==> config.mk <==
export PLATFORM = sky130hd
export DESIGN_NAME = life_generation_stencil
export DESIGN_NICKNAME = d
export VERILOG_FILES = /design/src/glcs_pkg.sv /design/src/glcs_front.sv /design/src/glcs_queue.sv /design/src/glcs_back.sv /design/src/life_generation_stencil.sv
export SDC_FILE = /design/constraint.sdc
export NUM_CORES = 2
export LEC_CHECK = 0
export BUFFER_PORTS_ARGS = -buffer_cell sky130_fd_sc_hd__clkbuf_2
export CORE_ASPECT_RATIO = 0.9
export CORE_MARGIN = 8
export CORE_UTILIZATION = 45
export CTS_CLUSTER_DIAMETER = 120
export DETAILED_ROUTE_END_ITERATION = 8
export GPL_ROUTABILITY_DRIVEN = 0
export PLACE_DENSITY_LB_ADDON = 0.05
export SYNTH_ARGS = -nofsm -noshare
export SYNTH_HDL_FRONTEND = slang
export SYNTH_SLANG_ARGS = --single-unit
export TNS_END_PERCENT = 20
==> constraint.sdc <==
create_clock -name clk -period 16.1 [get_ports clk]
set_input_delay 3.22 -clock clk [delete_from_list [all_inputs] [get_ports clk]]
set_output_delay 3.22 -clock clk [all_outputs]
set_load 0.005 [all_outputs]
==> src/glcs_pkg.sv <==
package glcs_pkg;

  localparam int MAX_WIDTH   = 1024;
  localparam int MAX_HEIGHT  = 1024;
  localparam int SIZE_W      = 11;
  localparam int COL_W       = $clog2(MAX_WIDTH);
  localparam int ROW_W       = $clog2(MAX_HEIGHT);
  localparam int COUNT_W     = 20;
  localparam int QUEUE_DEPTH = 4;
  localparam int QPTR_W      = $clog2(QUEUE_DEPTH);

  localparam logic [SIZE_W-1:0] MIN_SIZE = SIZE_W'(3);

  localparam logic [3:0] BIRTH_SUM   = 4'd3;
  localparam logic [3:0] SURVIVE_SUM = 4'd2;

  typedef enum logic {
    REG_GRID_WIDTH  = 1'b0,
    REG_GRID_HEIGHT = 1'b1
  } glcs_reg_t;

  // one interior cell on its way from the window to the rule stage
  typedef struct packed {
    logic             centre;
    logic [3:0]       sum;
    logic [ROW_W-1:0] row;
    logic [COL_W-1:0] col;
    logic             last;
  } glcs_rec_t;

endpackage

==> src/glcs_front.sv <==
module glcs_front import glcs_pkg::*; (
  input  logic              clk,
  input  logic              rst,
  input  logic              cfg_we,
  input  logic              cfg_index,
  input  logic [SIZE_W-1:0] cfg_data,
  input  logic              push,
  input  logic              cell_alive,
  output logic              full,
  output logic              rec_valid,
  output glcs_rec_t         rec,
  input  logic              rec_full
);

  logic [SIZE_W-1:0] grid_width;
  logic [SIZE_W-1:0] grid_height;
  logic [SIZE_W-1:0] w_eff;
  logic [SIZE_W-1:0] h_eff;
  logic [COL_W-1:0]  col_last;
  logic [ROW_W-1:0]  row_last;

  logic [ROW_W-1:0]  row;
  logic [COL_W-1:0]  col;

  // line store entry: bit 0 upper row, bit 1 middle row
  logic [1:0]        lines [MAX_WIDTH];
  logic [1:0]        rd_data;

  logic              s1_valid;
  logic              s1_cur;
  logic [ROW_W-1:0]  s1_row;
  logic [COL_W-1:0]  s1_col;
  logic [5:0]        window_bits;

  logic              accept;
  logic              fire;
  logic              emit;
  logic [2:0]        col3;
  logic [2:0]        older;
  logic [2:0]        prev;
  logic [3:0]        sum;

  always_comb begin
    if (grid_width < MIN_SIZE) begin
      w_eff = MIN_SIZE;
    end else if (grid_width > SIZE_W'(MAX_WIDTH)) begin
      w_eff = SIZE_W'(MAX_WIDTH);
    end else begin
      w_eff = grid_width;
    end
    if (grid_height < MIN_SIZE) begin
      h_eff = MIN_SIZE;
    end else if (grid_height > SIZE_W'(MAX_HEIGHT)) begin
      h_eff = SIZE_W'(MAX_HEIGHT);
    end else begin
      h_eff = grid_height;
    end
  end

  assign col_last = COL_W'(w_eff - SIZE_W'(1));
  assign row_last = ROW_W'(h_eff - SIZE_W'(1));

  assign emit   = (s1_row >= ROW_W'(2)) && (s1_col >= COL_W'(2));
  assign fire   = s1_valid && (!emit || !rec_full);
  assign full   = s1_valid && !fire;
  assign accept = push && !full;

  assign col3  = {s1_cur, rd_data[1], rd_data[0]};
  assign older = window_bits[2:0];
  assign prev  = window_bits[5:3];
  assign sum   = 4'(older[0]) + 4'(older[1]) + 4'(older[2])
               + 4'(col3[0]) + 4'(col3[1]) + 4'(col3[2])
               + 4'(prev[0]) + 4'(prev[2]);

  assign rec_valid  = fire && emit;
  assign rec.centre = prev[1];
  assign rec.sum    = sum;
  assign rec.row    = s1_row - ROW_W'(1);
  assign rec.col    = s1_col - COL_W'(1);
  assign rec.last   = (s1_row == row_last) && (s1_col == col_last);

  always_ff @(posedge clk) begin
    if (accept) begin
      rd_data <= lines[col];
    end
    if (fire) begin
      lines[s1_col] <= {s1_cur, rd_data[1]};
    end
    if (accept) begin
      s1_cur <= cell_alive;
      s1_row <= row;
      s1_col <= col;
    end
  end

  always_ff @(posedge clk) begin
    if (rst) begin
      grid_width  <= SIZE_W'(MAX_WIDTH);
      grid_height <= SIZE_W'(MAX_HEIGHT);
      row         <= '0;
      col         <= '0;
      s1_valid    <= 1'b0;
      window_bits <= '0;
    end else if (cfg_we) begin
      // a register write restarts the frame
      case (glcs_reg_t'(cfg_index))
        REG_GRID_WIDTH:  grid_width  <= cfg_data;
        REG_GRID_HEIGHT: grid_height <= cfg_data;
        default:         grid_width  <= grid_width;
      endcase
      row         <= '0;
      col         <= '0;
      s1_valid    <= 1'b0;
      window_bits <= '0;
    end else begin
      if (fire) begin
        window_bits <= {col3, prev};
      end
      if (accept) begin
        s1_valid <= 1'b1;
        if (col == col_last) begin
          col <= '0;
          row <= (row == row_last) ? '0 : row + ROW_W'(1);
        end else begin
          col <= col + COL_W'(1);
        end
      end else if (fire) begin
        s1_valid <= 1'b0;
      end
    end
  end

endmodule

==> src/glcs_queue.sv <==
module glcs_queue import glcs_pkg::*; (
  input  logic      clk,
  input  logic      rst,
  input  logic      wr,
  input  glcs_rec_t wr_rec,
  output logic      q_full,
  input  logic      rd,
  output glcs_rec_t rd_rec,
  output logic      q_empty
);

  glcs_rec_t         slots [QUEUE_DEPTH];
  logic [QPTR_W-1:0] wr_ptr;
  logic [QPTR_W-1:0] rd_ptr;
  logic [QPTR_W:0]   count;
  logic              do_wr;
  logic              do_rd;

  assign q_full  = (count == (QPTR_W+1)'(QUEUE_DEPTH));
  assign q_empty = (count == '0);
  assign do_wr   = wr && !q_full;
  assign do_rd   = rd && !q_empty;
  assign rd_rec  = slots[rd_ptr];

  always_ff @(posedge clk) begin
    if (do_wr) begin
      slots[wr_ptr] <= wr_rec;
    end
  end

  always_ff @(posedge clk) begin
    if (rst) begin
      wr_ptr <= '0;
      rd_ptr <= '0;
      count  <= '0;
    end else begin
      if (do_wr) begin
        wr_ptr <= wr_ptr + QPTR_W'(1);
      end
      if (do_rd) begin
        rd_ptr <= rd_ptr + QPTR_W'(1);
      end
      case ({do_wr, do_rd})
        2'b10:   count <= count + (QPTR_W+1)'(1);
        2'b01:   count <= count - (QPTR_W+1)'(1);
        default: count <= count;
      endcase
    end
  end

endmodule

==> src/glcs_back.sv <==
module glcs_back import glcs_pkg::*; (
  input  logic               clk,
  input  logic               rst,
  input  logic               restart,
  input  glcs_rec_t          rec,
  input  logic               rec_empty,
  output logic               rec_take,
  output logic               empty,
  input  logic               pop,
  output logic               next_alive,
  output logic [ROW_W-1:0]   cell_row,
  output logic [COL_W-1:0]   cell_col,
  output logic               last_cell,
  output logic [COUNT_W-1:0] live_total
);

  logic               out_valid;
  logic [COUNT_W-1:0] live_counter;
  logic [COUNT_W-1:0] live_sum;
  logic               alive;

  assign alive    = (rec.sum == BIRTH_SUM) || (rec.centre && rec.sum == SURVIVE_SUM);
  assign live_sum = live_counter + COUNT_W'(alive);
  assign rec_take = !rec_empty && (!out_valid || pop);
  assign empty    = !out_valid;

  always_ff @(posedge clk) begin
    if (rec_take) begin
      next_alive <= alive;
      cell_row   <= rec.row;
      cell_col   <= rec.col;
      last_cell  <= rec.last;
      live_total <= live_sum;
    end
  end

  always_ff @(posedge clk) begin
    if (rst || restart) begin
      out_valid    <= 1'b0;
      live_counter <= '0;
    end else begin
      if (rec_take) begin
        out_valid <= 1'b1;
        // clear the count once the generation's last cell is out
        live_counter <= rec.last ? '0 : live_sum;
      end else if (pop) begin
        out_valid <= 1'b0;
      end
    end
  end

endmodule

==> src/life_generation_stencil.sv <==
// Channel  | Handshake                 | Beat
// ---------+---------------------------+------------------------------------------
// input    | push / full               | cell_alive
// result   | pop / empty               | next_alive, cell_row, cell_col,
//          |                           | last_cell, live_total
// config   | cfg_we, cfg_index         | cfg_data (0 grid_width, 1 grid_height)
//
// One cell is taken per cycle while full is low; a result passes the line store
// read, the window and sum into the queue, and the rule and count register.
// Border cells give no result. A four-entry queue sits between the window
// stage and the result register, so a stalled pop only holds full once it fills.
// Reset (synchronous, rst) and any register write restart the frame at (0,0).
// Line stores are not cleared; border rows never reach a result.
module life_generation_stencil import glcs_pkg::*; (
  input  logic               clk,
  input  logic               rst,
  input  logic               cfg_we,
  input  logic               cfg_index,
  input  logic [SIZE_W-1:0]  cfg_data,
  input  logic               push,
  input  logic               cell_alive,
  output logic               full,
  output logic               empty,
  input  logic               pop,
  output logic               next_alive,
  output logic [ROW_W-1:0]   cell_row,
  output logic [COL_W-1:0]   cell_col,
  output logic               last_cell,
  output logic [COUNT_W-1:0] live_total
);

  glcs_rec_t front_rec;
  glcs_rec_t queue_rec;
  logic      front_valid;
  logic      q_full;
  logic      q_empty;
  logic      q_take;

  glcs_front u_front (
    .clk        (clk),
    .rst        (rst),
    .cfg_we     (cfg_we),
    .cfg_index  (cfg_index),
    .cfg_data   (cfg_data),
    .push       (push),
    .cell_alive (cell_alive),
    .full       (full),
    .rec_valid  (front_valid),
    .rec        (front_rec),
    .rec_full   (q_full)
  );

  glcs_queue u_queue (
    .clk     (clk),
    .rst     (rst),
    .wr      (front_valid),
    .wr_rec  (front_rec),
    .q_full  (q_full),
    .rd      (q_take),
    .rd_rec  (queue_rec),
    .q_empty (q_empty)
  );

  glcs_back u_back (
    .clk        (clk),
    .rst        (rst),
    .restart    (cfg_we),
    .rec        (queue_rec),
    .rec_empty  (q_empty),
    .rec_take   (q_take),
    .empty      (empty),
    .pop        (pop),
    .next_alive (next_alive),
    .cell_row   (cell_row),
    .cell_col   (cell_col),
    .last_cell  (last_cell),
    .live_total (live_total)
  );

endmodule

==> results.py <==
metrics = {
    "sta": {
        "hold_viol": 0,
        "setup_ws_ns": 9.237,
        "max_slew.worst_pin.slew_ns": 1.218,
        "fin_crit_ns": 6.863,
        "setup_viol": 0,
        "finalCritPeriodShare_pct": 42.63,
        "clock_skew_ns": 0.04162,
        "setup-tns-final_ns": 0,
        "report.final.slew_viol_count": 0,
        "max_freq_mhz": 145.7,
        "slew_headroom_pct": 18.39,
        "rsz0062_at_grt": "false",
    },
    "critical_path": {
        "slowest_stage": "nor3_2",
        "endpoint_kind": "primary output",
        "start_kind": "flip-flop",
        "path_max_fanout": 11,
        "rr_worst_depth": 11,
        "r2r-end": "u_front.rd_data[0]$_DFFE_PP_",
        "r2r_start": "u_front.col[0]$_SDFFE_PP0P_",
        "crit_path_max_incr_delay_ns": 1.02,
        "arrival_ns": 3.64,
        "regToRegSetupSlack_ns": 10.44,
        "crit_required_ns": 12.88,
        "crit_chain": "nor3_2 -> a41oi_1 -> and3_1 -> clkbuf_2",
        "crit_type": "reg -> out",
    },
    "drt": {
        "drtIter0Drc": 5956,
        "drtAntennaViolNets": 0,
        "drt_wl_total_um": 283400,
        "dr.pass1.iters": 6,
        "vias": 52236,
        "drc": 0,
        "vias_per_cell": 6.103,
        "wl_per_cell_um": 33.11,
    },
    "clocking": {
        "post-cts-setup-buffer-count": 0,
        "clockRootBuffer": "clkbuf_16",
        "clock_path_buffers": 3,
        "cts_tree": "built",
        "cts_resized": 0,
        "holdBufCountCts": 0,
        "cts_sinks": 2296,
        "clk_latency_ns": 0.87,
        "h-tree-depth": 4,
        "cts_buffers": 232,
        "path_clk_slew_ns": 0.06,
    },
    "grt": {
        "grt_pass1_vias": 52814,
        "grt_use_total_pct": 24.80,
        "grt_pass1_wl_um": 400600,
        "grt_overflow": 0,
        "grt_antenna_before_repair": 9,
        "grt_start_max_net_pins": 239,
    },
    "die": {
        "io_pins": 62,
        "row_count": 159,
        "die-width_um": 497.3,
        "die_h_um": 449.2,
        "initial_core_util_pct": 45.13,
        "core_area_um2": 207900,
        "die_area_um2": 223400,
    },
    "yosys": {
        "synth_seq_cells": 2296,
        "netlist_top_cells_area": "edfxtp_1, mux4_2, nor2_1",
        "synth_top_area_share_pct": 70.96,
        "synth_top_area_cell": "edfxtp_1",
        "ys_seq_area_share_pct": 72.65,
        "ys.flop_type": "edfxtp_1",
        "netlist_area_um2": 93820,
        "post_synth_inst_count": 5605,
        "synth-edff-count": 2217,
        "ys_async_sr_fraction_pct": 0,
        "yosysWarnings": 0,
        "synth_cell_type_count": 79,
        "syn-num-nets": 5649,
        "avgSynthCellArea_um2": 16.74,
    },
    "power": {
        "leakage_nw": 31.66,
        "power_density_nw_per_um2": 121.1,
        "peakVddDrop_uv": 140.0,
    },
    "outcome": {
        "status": "complete, no violations",
    },
    "layout": {
        "finalInstanceArea_um2": 104900,
        "final.fill_count": 17266,
        "synthToLayoutAreaGrowth_pct": 11.86,
        "fin_nets": 5666,
        "drive_gt1_share_pct": 19.30,
        "fin_util_pct": 50.48,
    },
    "worst_hold_path": {
        "min-delay-start": "u_back.out_valid$_SDFFE_PP0P_",
        "whs_path_depth": 2,
        "min_to": "u_back.out_valid$_SDFFE_PP0P_",
        "hp-class": "reg -> reg",
    },
    "place": {
        "port_buffers": 61,
        "placed_cell_area_um2": 97460,
        "dp_worst_setup_slack_ns": 10.21,
        "hpwlAfterDp_um": 156300,
    },
    "run": {
        "maxCapViolCount": 0,
    },
}
[placed cells by master (no fill, tap or decap), types with 20 or more instances in the layout]
cell,synthesis,layout
edfxtp_1,2217,2217
nor2_1,1131,1127
mux4_2,494,494
clkbuf_16,0,237
mux2i_1,179,179
nand2_1,197,164
buf_4,17,149
a21oi_1,128,128
a22oi_1,81,81
dfxtp_1,79,71
clkbuf_2,0,61
clkbuf_1,322,58
o21ai_0,58,57
xnor2_1,54,54
clkinv_1,0,51
nand3_1,53,48
clkinv_2,0,44
inv_1,44,43
xor2_1,34,34
a221oi_1,32,32
o221ai_1,31,31
nor3_1,30,30
nand2_4,0,28
a211oi_1,24,24
bufinv_16,0,24
a31oi_1,23,22
ha_1,21,21
and2_1,21,20
[power breakdown]
part           switching, W  total (W)  leakage, nW  internal (W)
sequential        0.0000482    0.00670         20.6       0.00665
combinational      0.000409   0.000638         7.38      0.000230
clock               0.00230    0.00537         3.65       0.00308
total               0.00275     0.0127         31.7       0.00996
[stage by stage]
stage | std cells | hold slack [ns] | power (W)
6_report | 8559 | 0.4739 | 0.01271
5_1_grt | 8557 | 0.5151 | 0.01309
4_1_cts | 8556 | 0.4801 | 0.01282
3_5_place_dp | 8125 | 0.4718 | 0.007475
3_3_place_gp | 8124 | 0.4613 | 0.007473
2_1_floorplan | 5605 | 0.4064 | 0.007313
[critical path, delay by kind of cell, from the launching register on]
family | cells | cell delay (ns)
compound gates | 1 | 0.66
buf+inv | 1 | 0.12
flops | 1 | 0.57
simple gates | 2 | 1.42
[cell usage after synthesis (21+ instances only)]
master	number
o21ai_0	58
dfxtp_1	79
xnor2_1	54
buf_2	54
clkbuf_1	322
buf_1	43
a211oi_1	24
and2_1	21
a221oi_1	32
xor2_1	34
inv_1	44
a31oi_1	23
a21oi_1	128
edfxtp_1	2217
nor2_1	1131
ha_1	21
nand3_1	53
a22oi_1	81
nor3_1	30
mux4_2	494
nand2_1	197
mux2i_1	179
o221ai_1	31
[sequential cells by signal, summed over array words and instances (netlist names), named ones only]
name,cells
u_front.lines,2048
u_queue.slots,104
u_back.live_counter,20
u_back.live_total,20
u_front.grid_height,11
u_front.grid_width,11
u_back.cell_col,10
u_back.cell_row,10
u_front.col,10
u_front.row,10
u_front.s1_col,10
u_front.s1_row,10
u_front.window_bits,6
u_queue.count,3
u_front.rd_data,2
u_queue.rd_ptr,2
u_queue.wr_ptr,2
u_back.last_cell,1
u_back.next_alive,1
u_back.out_valid,1
u_front.s1_cur,1
u_front.s1_valid,1
[logic make-up after synthesis]
family | synth area share, %
buf+inv | 2.088
compound gates | 3.376
mux | 13.82
fa+ha+maj | 0.3868
simple gates | 6.864
xor+xnor | 0.8215
flops | 72.65
[final cells by class]
type                            instances  area (um^2)  share of cell area, %
Sequential cell                      2296        68180                  64.97
Multi-Input combinational cell       2824        24060                  22.93
Inverter                               48        183.9                 0.1753
Timing Repair Buffer                  220         1614                  1.538
Antenna cell                            3        7.507               0.007154
Tap cell                             2737         3425                  3.263
Clock inverter                        134         1299                  1.238
Clock buffer                          297         6176                  5.885
[worst max path at each step]
stage	from	endpoint	slack, ns
floorplan	u_front.rd_data[1]$_DFFE_PP_	u_queue.slots[0][22]$_DFFE_PP_	0.98
global placement	u_front.s1_col[8]$_DFFE_PP_	full	10.25
detailed placement	u_front.s1_col[7]$_DFFE_PP_	full	10.21
CTS	u_front.s1_col[7]$_DFFE_PP_	full	9.26
global route	u_front.s1_col[7]$_DFFE_PP_	full	9.21
finish	u_front.s1_col[7]$_DFFE_PP_	full	9.24
[per-layer routing]
layer | GRT usage [%] | wire, um
met1 | 35.24 | 121500
met2 | 40.14 | 134800
met3 | 4.156 | 19820
met4 | 6.416 | 7360
met5 | 0 | 0
(Power assumes the default switching activity.)
